--- src/rtl/lms_pkg.sv ---
// ----------------------------------------------------------------------------
// lms_pkg
// Shared types, command codes and pin tables for the LED matrix scanner.
// ----------------------------------------------------------------------------
package lms_pkg;

  localparam int unsigned ROWS      = 8;
  localparam int unsigned COLS      = 8;
  localparam int unsigned DOTS      = ROWS * COLS;
  localparam int unsigned ROW_W     = $clog2(ROWS);
  localparam int unsigned COL_W     = $clog2(COLS);
  localparam int unsigned POS_W     = $clog2(DOTS);
  localparam int unsigned WORD_W    = 16;
  localparam int unsigned PIN_W     = $clog2(WORD_W);

  localparam logic [1:0] CMD_SHIFT   = 2'd0;
  localparam logic [1:0] CMD_CLEAR   = 2'd1;
  localparam logic [1:0] CMD_REFRESH = 2'd2;

  // All row drives low, all column drives high.
  localparam logic [WORD_W-1:0] OFF_WORD = 16'h6B2C;

  localparam logic [PIN_W-1:0] ROW_PIN [ROWS] = '{
    4'd15, 4'd10, 4'd7, 4'd12, 4'd0, 4'd6, 4'd1, 4'd4
  };
  localparam logic [PIN_W-1:0] COL_PIN [COLS] = '{
    4'd11, 4'd2, 4'd3, 4'd14, 4'd5, 4'd13, 4'd9, 4'd8
  };

  typedef struct packed {
    logic shift;
    logic clear;
    logic load_scan;
    logic step;
    logic emit_dot;
    logic emit_off;
  } lms_cmd_t;

  typedef struct packed {
    logic frame_empty;
    logic cur_lit;
    logic more_lit;
    logic slot_free;
  } lms_sts_t;

  function automatic logic [WORD_W-1:0] dot_word(input logic [ROW_W-1:0] row,
                                                 input logic [COL_W-1:0] col);
    logic [WORD_W-1:0] w;
    w = OFF_WORD;
    w[ROW_PIN[row]] = 1'b1;
    w[COL_PIN[col]] = 1'b0;
    return w;
  endfunction

endpackage

--- src/rtl/lms_if.sv ---
// ----------------------------------------------------------------------------
// lms_if
// Valid/ready channels for commands and scan words.
// ----------------------------------------------------------------------------
interface lms_in_if;
  logic       valid;
  logic       ready;
  logic [1:0] command;
  logic [7:0] column_bits;

  modport source (output valid, output command, output column_bits, input ready);
  modport sink   (input valid, input command, input column_bits, output ready);
endinterface

interface lms_out_if;
  logic        valid;
  logic        ready;
  logic [15:0] serial_word;
  logic [2:0]  dot_row;
  logic [2:0]  dot_column;
  logic        blank;
  logic        last;

  modport source (output valid, output serial_word, output dot_row, output dot_column,
                  output blank, output last, input ready);
  modport sink   (input valid, input serial_word, input dot_row, input dot_column,
                  input blank, input last, output ready);
endinterface

--- src/rtl/led_matrix_scroll_dot_scanner_core.sv ---
// ----------------------------------------------------------------------------
// led_matrix_scroll_dot_scanner_core
// Scrolling 8x8 dot frame with a refresh scanner that emits one 16-bit
// drive word per lit dot.
// ----------------------------------------------------------------------------
// Channel  Dir  Fields                                       Handshake
// in_ch    in   command[1:0], column_bits[7:0]               valid/ready
// out_ch   out  serial_word[15:0], dot_row[2:0],             valid/ready
//               dot_column[2:0], blank, last
//
// A shift gives no word. A clear, or a refresh of an empty frame, loads the
// off word into the output register from ST_OFF once the slot is free. Any
// other refresh walks the dot positions from 0 at one position a cycle, a lit
// dot waiting for a free output slot, and ends on the last lit dot.
// A new command is taken only once the previous run is loaded in the output
// register. Reset clears the frame to dark and empties the output register.
// ----------------------------------------------------------------------------
module led_matrix_scroll_dot_scanner_core (
  input logic       clk,
  input logic       rst_n,
  lms_in_if.sink    in_ch,
  lms_out_if.source out_ch
);

  lms_pkg::lms_cmd_t cmd;
  lms_pkg::lms_sts_t sts;

  lms_ctrl u_ctrl (
    .clk        (clk),
    .rst_n      (rst_n),
    .in_valid   (in_ch.valid),
    .in_command (in_ch.command),
    .in_ready   (in_ch.ready),
    .sts        (sts),
    .cmd        (cmd)
  );

  lms_datapath u_datapath (
    .clk             (clk),
    .rst_n           (rst_n),
    .cmd             (cmd),
    .sts             (sts),
    .in_column_bits  (in_ch.column_bits),
    .out_ready       (out_ch.ready),
    .out_valid       (out_ch.valid),
    .out_serial_word (out_ch.serial_word),
    .out_dot_row     (out_ch.dot_row),
    .out_dot_column  (out_ch.dot_column),
    .out_blank       (out_ch.blank),
    .out_last        (out_ch.last)
  );

endmodule

--- src/rtl/lms_ctrl.sv ---
// ----------------------------------------------------------------------------
// lms_ctrl
// Command sequencer: decodes accepted commands and walks the refresh scan.
// ----------------------------------------------------------------------------
module lms_ctrl (
  input  logic              clk,
  input  logic              rst_n,
  input  logic              in_valid,
  input  logic [1:0]        in_command,
  output logic              in_ready,
  input  lms_pkg::lms_sts_t sts,
  output lms_pkg::lms_cmd_t cmd
);

  typedef enum logic [1:0] {
    ST_IDLE,
    ST_OFF,
    ST_SCAN
  } state_t;

  state_t state_r;
  state_t state_nxt;

  always_comb begin
    state_nxt = state_r;
    cmd       = '0;
    in_ready  = 1'b0;
    unique case (state_r)
      ST_IDLE: begin
        in_ready = 1'b1;
        if (in_valid) begin
          unique case (in_command)
            lms_pkg::CMD_SHIFT: cmd.shift = 1'b1;
            lms_pkg::CMD_CLEAR: begin
              cmd.clear = 1'b1;
              state_nxt = ST_OFF;
            end
            lms_pkg::CMD_REFRESH: begin
              if (sts.frame_empty) begin
                state_nxt = ST_OFF;
              end else begin
                cmd.load_scan = 1'b1;
                state_nxt     = ST_SCAN;
              end
            end
            default: ;
          endcase
        end
      end
      ST_OFF: begin
        if (sts.slot_free) begin
          cmd.emit_off = 1'b1;
          state_nxt    = ST_IDLE;
        end
      end
      ST_SCAN: begin
        // Unlit positions are skipped at one per cycle; a lit one waits for
        // the output slot.
        if (sts.cur_lit) begin
          if (sts.slot_free) begin
            cmd.emit_dot = 1'b1;
            if (sts.more_lit) begin
              cmd.step = 1'b1;
            end else begin
              state_nxt = ST_IDLE;
            end
          end
        end else begin
          cmd.step = 1'b1;
        end
      end
      default: state_nxt = ST_IDLE;
    endcase
  end

  always_ff @(posedge clk) begin
    if (!rst_n) begin
      state_r <= ST_IDLE;
    end else begin
      state_r <= state_nxt;
    end
  end

  a_one_emit: assert property (@(posedge clk) disable iff (!rst_n)
    $onehot0({cmd.emit_dot, cmd.emit_off}))
    else $error("dot and off words loaded in the same cycle");

  a_scan_ends_on_lit: assert property (@(posedge clk) disable iff (!rst_n)
    (state_r == ST_SCAN && state_nxt == ST_IDLE) |-> (cmd.emit_dot && !sts.more_lit))
    else $error("scan left before its final dot was sent");

  a_scan_nonempty: assert property (@(posedge clk) disable iff (!rst_n)
    cmd.load_scan |-> !sts.frame_empty)
    else $error("scan started on an empty frame");

endmodule

--- src/rtl/lms_datapath.sv ---
// ----------------------------------------------------------------------------
// lms_datapath
// Frame rows, scan position, remaining-dot vector and the output register.
// ----------------------------------------------------------------------------
module lms_datapath (
  input  logic                          clk,
  input  logic                          rst_n,
  input  lms_pkg::lms_cmd_t             cmd,
  output lms_pkg::lms_sts_t             sts,
  input  logic [lms_pkg::ROWS-1:0]      in_column_bits,
  input  logic                          out_ready,
  output logic                          out_valid,
  output logic [lms_pkg::WORD_W-1:0]    out_serial_word,
  output logic [lms_pkg::ROW_W-1:0]     out_dot_row,
  output logic [lms_pkg::COL_W-1:0]     out_dot_column,
  output logic                          out_blank,
  output logic                          out_last
);

  logic [lms_pkg::COLS-1:0]   rows_r [lms_pkg::ROWS];
  logic [lms_pkg::DOTS-1:0]   lit_vec;
  logic [lms_pkg::DOTS-1:0]   rem_r;
  logic [lms_pkg::POS_W-1:0]  pos_r;
  logic                       out_valid_r;
  logic [lms_pkg::WORD_W-1:0] word_r;
  logic [lms_pkg::ROW_W-1:0]  row_r;
  logic [lms_pkg::COL_W-1:0]  col_r;
  logic                       blank_r;
  logic                       last_r;
  logic [lms_pkg::ROW_W-1:0]  pos_row;
  logic [lms_pkg::COL_W-1:0]  pos_col;

  // Scan order is column-major; column n of a row is its bit (7 - n).
  always_comb begin
    for (int c = 0; c < lms_pkg::COLS; c++) begin
      for (int r = 0; r < lms_pkg::ROWS; r++) begin
        lit_vec[c * lms_pkg::ROWS + r] = rows_r[r][lms_pkg::COLS - 1 - c];
      end
    end
  end

  assign pos_row = pos_r[lms_pkg::ROW_W-1:0];
  assign pos_col = pos_r[lms_pkg::POS_W-1:lms_pkg::ROW_W];

  always_comb begin
    sts.frame_empty = (lit_vec == '0);
    sts.cur_lit     = rem_r[0];
    sts.more_lit    = |rem_r[lms_pkg::DOTS-1:1];
    sts.slot_free   = !out_valid_r || out_ready;
  end

  always_ff @(posedge clk) begin
    if (!rst_n) begin
      for (int r = 0; r < lms_pkg::ROWS; r++) begin
        rows_r[r] <= '0;
      end
    end else if (cmd.clear) begin
      for (int r = 0; r < lms_pkg::ROWS; r++) begin
        rows_r[r] <= '0;
      end
    end else if (cmd.shift) begin
      for (int r = 0; r < lms_pkg::ROWS; r++) begin
        rows_r[r] <= {rows_r[r][lms_pkg::COLS-2:0], in_column_bits[r]};
      end
    end
  end

  // The frame holds still during a scan, so a shifting copy of its lit
  // positions tells both the current dot and whether any follow.
  always_ff @(posedge clk) begin
    if (cmd.load_scan) begin
      rem_r <= lit_vec;
      pos_r <= '0;
    end else if (cmd.step) begin
      rem_r <= rem_r >> 1;
      pos_r <= pos_r + 1'b1;
    end
  end

  always_ff @(posedge clk) begin
    if (!rst_n) begin
      out_valid_r <= 1'b0;
    end else if (cmd.emit_dot || cmd.emit_off) begin
      out_valid_r <= 1'b1;
    end else if (out_ready) begin
      out_valid_r <= 1'b0;
    end
  end

  always_ff @(posedge clk) begin
    if (cmd.emit_dot) begin
      word_r  <= lms_pkg::dot_word(pos_row, pos_col);
      row_r   <= pos_row;
      col_r   <= pos_col;
      blank_r <= 1'b0;
      last_r  <= !sts.more_lit;
    end else if (cmd.emit_off) begin
      word_r  <= lms_pkg::OFF_WORD;
      row_r   <= '0;
      col_r   <= '0;
      blank_r <= 1'b1;
      last_r  <= 1'b1;
    end
  end

  assign out_valid       = out_valid_r;
  assign out_serial_word = word_r;
  assign out_dot_row     = row_r;
  assign out_dot_column  = col_r;
  assign out_blank       = blank_r;
  assign out_last        = last_r;

  a_emit_needs_slot: assert property (@(posedge clk) disable iff (!rst_n)
    (cmd.emit_dot || cmd.emit_off) |-> sts.slot_free)
    else $error("output register overwritten before its transfer");

  a_blank_is_last: assert property (@(posedge clk) disable iff (!rst_n)
    (out_valid_r && blank_r) |-> (last_r && word_r == lms_pkg::OFF_WORD))
    else $error("off word without last flag");

  a_no_pos_wrap: assert property (@(posedge clk) disable iff (!rst_n)
    cmd.step |-> (pos_r != '1))
    else $error("scan position wrapped");

endmodule
--- src/flat_wrapper.sv ---
// flat-port wrapper written by rule: the top's interface ports become plain ports
module led_matrix_scroll_dot_scanner_core_flat 
  (clk, rst_n, in_ch_valid, in_ch_command, in_ch_column_bits, in_ch_ready, out_ch_valid, out_ch_serial_word, out_ch_dot_row, out_ch_dot_column, out_ch_blank, out_ch_last, out_ch_ready);
  lms_in_if in_ch_i ();
  lms_out_if out_ch_i ();
  input logic clk;
  input logic rst_n;
  input wire logic [$bits(in_ch_i.valid)-1:0] in_ch_valid;
  input wire logic [$bits(in_ch_i.command)-1:0] in_ch_command;
  input wire logic [$bits(in_ch_i.column_bits)-1:0] in_ch_column_bits;
  output wire logic [$bits(in_ch_i.ready)-1:0] in_ch_ready;
  output wire logic [$bits(out_ch_i.valid)-1:0] out_ch_valid;
  output wire logic [$bits(out_ch_i.serial_word)-1:0] out_ch_serial_word;
  output wire logic [$bits(out_ch_i.dot_row)-1:0] out_ch_dot_row;
  output wire logic [$bits(out_ch_i.dot_column)-1:0] out_ch_dot_column;
  output wire logic [$bits(out_ch_i.blank)-1:0] out_ch_blank;
  output wire logic [$bits(out_ch_i.last)-1:0] out_ch_last;
  input wire logic [$bits(out_ch_i.ready)-1:0] out_ch_ready;
  assign in_ch_i.valid = in_ch_valid;
  assign in_ch_i.command = in_ch_command;
  assign in_ch_i.column_bits = in_ch_column_bits;
  assign in_ch_ready = in_ch_i.ready;
  assign out_ch_valid = out_ch_i.valid;
  assign out_ch_serial_word = out_ch_i.serial_word;
  assign out_ch_dot_row = out_ch_i.dot_row;
  assign out_ch_dot_column = out_ch_i.dot_column;
  assign out_ch_blank = out_ch_i.blank;
  assign out_ch_last = out_ch_i.last;
  assign out_ch_i.ready = out_ch_ready;
  led_matrix_scroll_dot_scanner_core u_core (.clk(clk), .rst_n(rst_n), .in_ch(in_ch_i), .out_ch(out_ch_i));
endmodule
--- config.mk ---
export PLATFORM = sky130hd
export DESIGN_NAME = led_matrix_scroll_dot_scanner_core_flat
export DESIGN_NICKNAME = d
export VERILOG_FILES = /design/src/rtl/lms_pkg.sv /design/src/rtl/lms_if.sv /design/src/rtl/led_matrix_scroll_dot_scanner_core.sv /design/src/rtl/lms_ctrl.sv /design/src/rtl/lms_datapath.sv /design/src/flat_wrapper.sv
export SDC_FILE = /design/constraint.sdc
export NUM_CORES = 1
export LEC_CHECK = 0
export ABC_CLOCK_PERIOD_IN_PS = 7700
export BUFFER_PORTS_ARGS = -buffer_cell sky130_fd_sc_hd__clkbuf_2
export CORE_MARGIN = 3
export CORE_UTILIZATION = 50
export CTS_BUF_LIST = sky130_fd_sc_hd__clkbuf_2 sky130_fd_sc_hd__clkbuf_4 sky130_fd_sc_hd__clkbuf_8
export DETAILED_ROUTE_END_ITERATION = 7
export PLACE_DENSITY = 0.79
export SETUP_SLACK_MARGIN = 0.4
export SYNTH_ARGS = -nofsm -noshare
export SYNTH_HDL_FRONTEND = slang
export SYNTH_SLANG_ARGS = --single-unit
--- constraint.sdc ---
create_clock -name clk -period 7.7 [get_ports clk]
set_input_delay 1.155 -clock clk [delete_from_list [all_inputs] [get_ports clk]]
set_output_delay 1.155 -clock clk [all_outputs]
set_load 0.02 [all_outputs]
# --- After elaboration in Yosys (flattened, before gate mapping) ---
# Memory sizes are Yosys's and may differ from the RTL's.
# Index checks and enable logic that the tools add are counted.
totals:
  ff_bits: 97
  mem_bits_rw: 64
  romBits: 64
  in_bits: 14
  output_inout_bits: 26
  elab_cells: 128
  n_memories: 3
op_classes:
  add_sub_neg: 1
  magnitude_cmp: 6
  n_eq_ne: 10
  mux: 65
  bitwise_logic: 20
  n_reduce_logical: 14
mem_list:
  columns: ["memory", "depth", "word_bits", "rd", "rd_ports_with_merged_regs", "wr", "line_no", "rtl"]
  rows:
  - ["u_core.u_datapath.rows_r", 8, 8, 8, 0, 8, "lms_datapath.sv:20", "logic [lms_pkg::COLS-1:0] rows_r [lms_pkg::ROWS];"]
  - ["(name not given)", 8, 4, 1, 0, 0, "lms_pkg.sv:50", "w[ROW_PIN[row]] = 1'b1;"]
  - ["(name not given)", 8, 4, 1, 0, 0, "lms_pkg.sv:51", "w[COL_PIN[col]] = 1'b0;"]
op_table:
  columns: ["cell", "n"]
  rows:
  - ["$mux W64", 2]
  - ["$mux W8", 16]
  - ["$logic_not A64 Y1", 1]
  - ["$reduce_or A63 Y1", 1]
  - ["$mux W16", 2]
  - ["$mux W1", 24]
  - ["$and A16 B16 Y16", 1]
  - ["$mux W2", 8]
  - ["$mux W4", 4]
  - ["$not A16 Y16", 1]
  - ["$or A1 B1 Y1", 16]
  - ["$mux W3", 5]
  - ["$lt A4 B5 Y1 const B", 2]
  - ["$demux W1 S4", 2]
  - ["$ge A4 B1 Y1 const B", 2]
  - ["$ge A4 B4 Y1 const B", 2]
  - ["$not A3 Y4", 2]
  - ["$add A6 B1 Y6 const B", 1]
  - ["$ne A2 B2 Y1 const B", 3]
  - ["$pmux W2 S3", 1]
  - ["$reduce_and A6 Y1", 1]
  - ["$reduce_bool A2 Y1", 3]
  - ["$eq A2 B1 Y1 const B", 2]
  - ["$eq A2 B2 Y1 const B", 2]
  - ["7 further kinds", 12]

# --- Depth between registers and ports, before layout ---
logic_depth:
  ltp_word: 11
  depth_mapped: 8
  depth_no_buf: 7

# --- Modules after synthesis ---
# From an unflattened synthesis, not the netlist that was laid out.
unflattened:
  cells_unflattened: 477
  area_unflattened_um2: 6969.2
by_module_without_submodules:
  columns: ["module", "instances", "cells_each", "area_each_um2", "seq_area_each_um2"]
  rows:
  - ["lms_datapath", 1, 451, 6754.0, 4614.4]
  - ["lms_ctrl", 1, 26, 215.2, 40.0]

# --- Least setup slack after synthesis ---
# Ideal clock, no wire load.
synth_path:
  kind: "input to register"
  startpoint: "input in_ch_command[0]"
  endpoint: "register u_core.u_datapath.rem_r[0] (netlist name) (enable)"
  setup_ns: 0.574
  arrival_time_ns: 6.039
  required_time_ns: 7.126
  setup_slack_ns: 1.086
  path_stages: 4
  n_path_buf: 0
  path_cell_list: "inv_1 ha_1 nand2_2 o21ai_0"
synth_via:
  elab_chain_cells: 5
synth_lines:
  columns: ["item", "line_no", "rtl"]
  rows:
  - ["from (decl)", "flat_wrapper.sv:9", "input wire logic [$bits(in_ch_i.command)-1:0] in_ch_command;"]
  - ["$eq A2 B2 Y1", "lms_ctrl.sv:32", "unique case (in_command)"]
  - ["$mux W1", "lms_ctrl.sv:32", null]
  - ["$mux W3", "lms_ctrl.sv:31", "if (in_valid) begin"]
  - ["$mux W3", "lms_ctrl.sv:28", "unique case (state_r)"]
  - ["$reduce_bool A2 Y1 (no line)", null, null]
  - ["to (signal assigned)", "lms_datapath.sv:72", "rem_r <= lit_vec;"]
  - ["to (signal assigned)", "lms_datapath.sv:75", "rem_r <= rem_r >> 1;"]
  - ["to (decl)", "lms_datapath.sv:22", "logic [lms_pkg::DOTS-1:0] rem_r;"]
# No other way between the ends.
# A chain may end at the register's enable or synchronous reset.

==> results.txt <==
antenna viol nets, final -> 0
EDFF count, synth -> 143
Starting Density -> 52.3%
Setup TNS -> 0 ns
Min-Delay Path Depth -> 2
Fin Hold WS -> 0.482 ns
RSZ-0062 raised after global routing -> false
Routed met2 length -> 6.96 mm
met1 WL -> 6.06 mm
first-pass GRT wire length -> 23.2 mm
Least-Margin Pin Slew -> 1.23 ns
min-delay src -> u_core.u_datapath.out_blank
number of fillers in the final layout -> 1,014
number of global-route vias before repair -> 4,321
clock group share of total power -> 36.5%
vias post-DR -> 4,306
pwr dens -> 249 mW/mm²
largest net degree at the start of global routing -> 65
IO Count -> 40
Sink Count -> 161
Clock Skew -> 0.0164 ns
Reg2Reg Setup Slack -> 4.58 ns
crit path max fanout -> 24
CTS Buf Count -> 17
post-synthesis cell area -> 0.00706 mm²
Setup Buffers After CTS -> 0
Synth Area per Inst -> 14.2 µm²
Overflow after GRT -> 0
Gate power share -> 8.9%
Post-Place Worst Slack -> 3.94 ns
post-DP HPWL -> 9.68 mm
number of port buffers -> 39
CP max stage delay -> 1.05 ns
global-route usage over all layers -> 19.0%
register bit total from synthesis -> 161
cts repair resizes -> 0
Max Slew Vio Count -> 0
fin util -> 58.2%
R2R Path Start -> u_core.u_datapath.rem_r[51]
sequential area share after synthesis -> 65.9%
Max Fclk -> 0.309 GHz
routed vias/inst -> 5.92
placement row count -> 42
min Tclk post-route -> 3.24 ns
Pre-antenna DRT Iters -> 7
DRC -> 0
GPL Wtd Cong -> 0.905
yosys warns -> 0
area grow syn2layout -> 11.3%
number of diodes -> 0
relative slew slack -> 17.7%
Hold Buf Count CTS -> 0
Unique masters post-synth -> 40
P_sw -> 0.000481 W
WP data arrival -> 3.10 ns
main flop type after synthesis -> edfxtp_1
final setup fails -> 0
Final Power -> 0.00196 W
Critical Path RT -> 7.56 ns
Final Hold Viols -> 0
Initial DRC Count -> 445
Core Box Area -> 0.0135 mm²
H-Tree Depth -> 4
nets -> 563
Hold EP -> u_core.u_datapath.out_blank
Post-synth ARST share -> 0%
die span in y -> 125 µm
Max Cap Viol -> 0
Pint -> 0.00148 W
share of cells above drive strength 1 -> 26.0%
P_leak -> 2.79 nW
Net Sw Frac -> 24.5%
Mapped Cells -> 497
CP max stage cell -> nand3_1
met3 WL -> 834 µm
critical path cell sequence -> clkbuf_2 > inv_1 > ha_1 > nand3b_1 > nand3_1
Mapped Nets -> 521
Die W -> 125 µm
routed length per instance -> 19.6 µm
CTS tree -> yes
full die area -> 0.0156 mm²
reg-to-reg endpoint -> u_core.u_datapath.rem_r[39]
status -> finished clean
Seq pwr share -> 54.6%
Setup CP Type -> primary input to flop
fin crit share -> 42.1%
CTS Buffer Depth -> 2
FF-to-FF path depth -> 6
Setup crit start kind -> primary input
Total Wirelength -> 14.3 mm
clock root buffer -> clkbuf_8
leading cell type in the layout, fill and taps excluded -> edfxtp_1
Worst Setup End Kind -> flop
Hold Crit Class -> flop to flop
Clock transition at path regs -> 0.09 ns
peak supply drop -> 145 µV
initial antenna violation count -> 0
Final WS setup -> 4.46 ns
Clock Latency Late Sink -> 0.46 ns
top layer used by detailed routing -> met4
most frequent cells in the layout -> edfxtp_1, mux2_2, and2_1
power by group through the flow:
stage,registers (W),logic (W),clock network [W]
2_1_floorplan,0.00107,0.000129,0
3_3_place_gp,0.00108,0.000162,0
3_5_place_dp,0.00109,0.000172,0
4_1_cts,0.00107,0.000174,0.000721
5_1_grt,0.00108,0.000194,0.000760
6_report,0.00107,0.000175,0.000715
synth_stat cells (all sizes together), types with 4 or more instances:
cell type,instances,area [µm²]
and2,60,377
nor2b,4,25.0
mux2,63,709
ha,10,125
inv,11,41.3
a21oi,7,35.0
and3,4,25.0
nand3,9,45.0
dfxtp,18,360
o21ai,15,75.1
nor4,34,228
mux2i,15,150
nand2,21,81.3
edfxtp,143,4290
nand4,11,68.8
clkbuf,10,37.5
buf,9,81.3
nor2,27,106
metrics by stage:
stage	instances	instance area (µm²)
floorplan	497	7060
global placement	696	7400
detailed placement	696	7400
CTS	727	7860
global route	727	7860
finish	727	7860
worst max-delay path by stage:
stage,cells after the start,endpoint,startpoint
2_1_floorplan,4,u_core.u_datapath.rem_r[0],in_ch_command[0]
3_3_place_gp,5,u_core.u_datapath.rows_r[0][25],in_ch_command[0]
3_5_place_dp,5,u_core.u_datapath.rows_r[0][16],in_ch_command[0]
4_1_cts,5,u_core.u_datapath.rows_r[0][9],in_ch_command[0]
5_1_grt,5,u_core.u_datapath.rows_r[0][10],in_ch_command[0]
6_report,5,u_core.u_datapath.rows_r[0][9],in_ch_command[0]
final cells by class:
type / count / area [µm²] / area share (%)
multi-input cells: 306 / 2270 / 28.9
repair buffers: 42 / 218 / 2.77
well taps: 176 / 220 / 2.80
flip-flops and latches: 161 / 4650 / 59.2
clock inverters: 14 / 226 / 2.88
inverters: 11 / 41.3 / 0.525
clock buffers: 17 / 234 / 2.98
flip-flops by register name, indices dropped and copies added (netlist names):
name and count:
u_core.u_datapath.rem_r 64, u_core.u_datapath.rows_r 64, u_core.u_datapath.out_serial_word 16, u_core.u_datapath.pos_r 6, u_core.u_datapath.out_dot_column 3, u_core.u_datapath.out_dot_row 3, u_core.u_ctrl.state_r 2, u_core.u_datapath.out_blank 1
u_core.u_datapath.out_last 1, u_core.u_datapath.out_valid 1
logic make-up after synthesis:
family	synth area share [%]
AND/OR/NAND/NOR	14.6
adder cells (fa/ha/maj)	1.77
buffers and inverters	2.27
flip-flops	65.9
multiplexers	12.2
AO/OA/AOI/OAI	3.31
per-layer routing:
layer  global-route usage, %  up-vias
li1                        -     1967
met1                    24.8     2139
met2                    30.5      165
met3                    4.29       35
met4                    8.55        0
met5                       0        -
worst max-delay path: cells and delay by family:
| family | cells | cell delay [ns] |
|---|---|---|
| buf+inv | 2 | 0.14 |
| fa+ha+maj | 1 | 0.20 |
| simple gates | 2 | 1.58 |
Power figures use the tool's default switching activity.
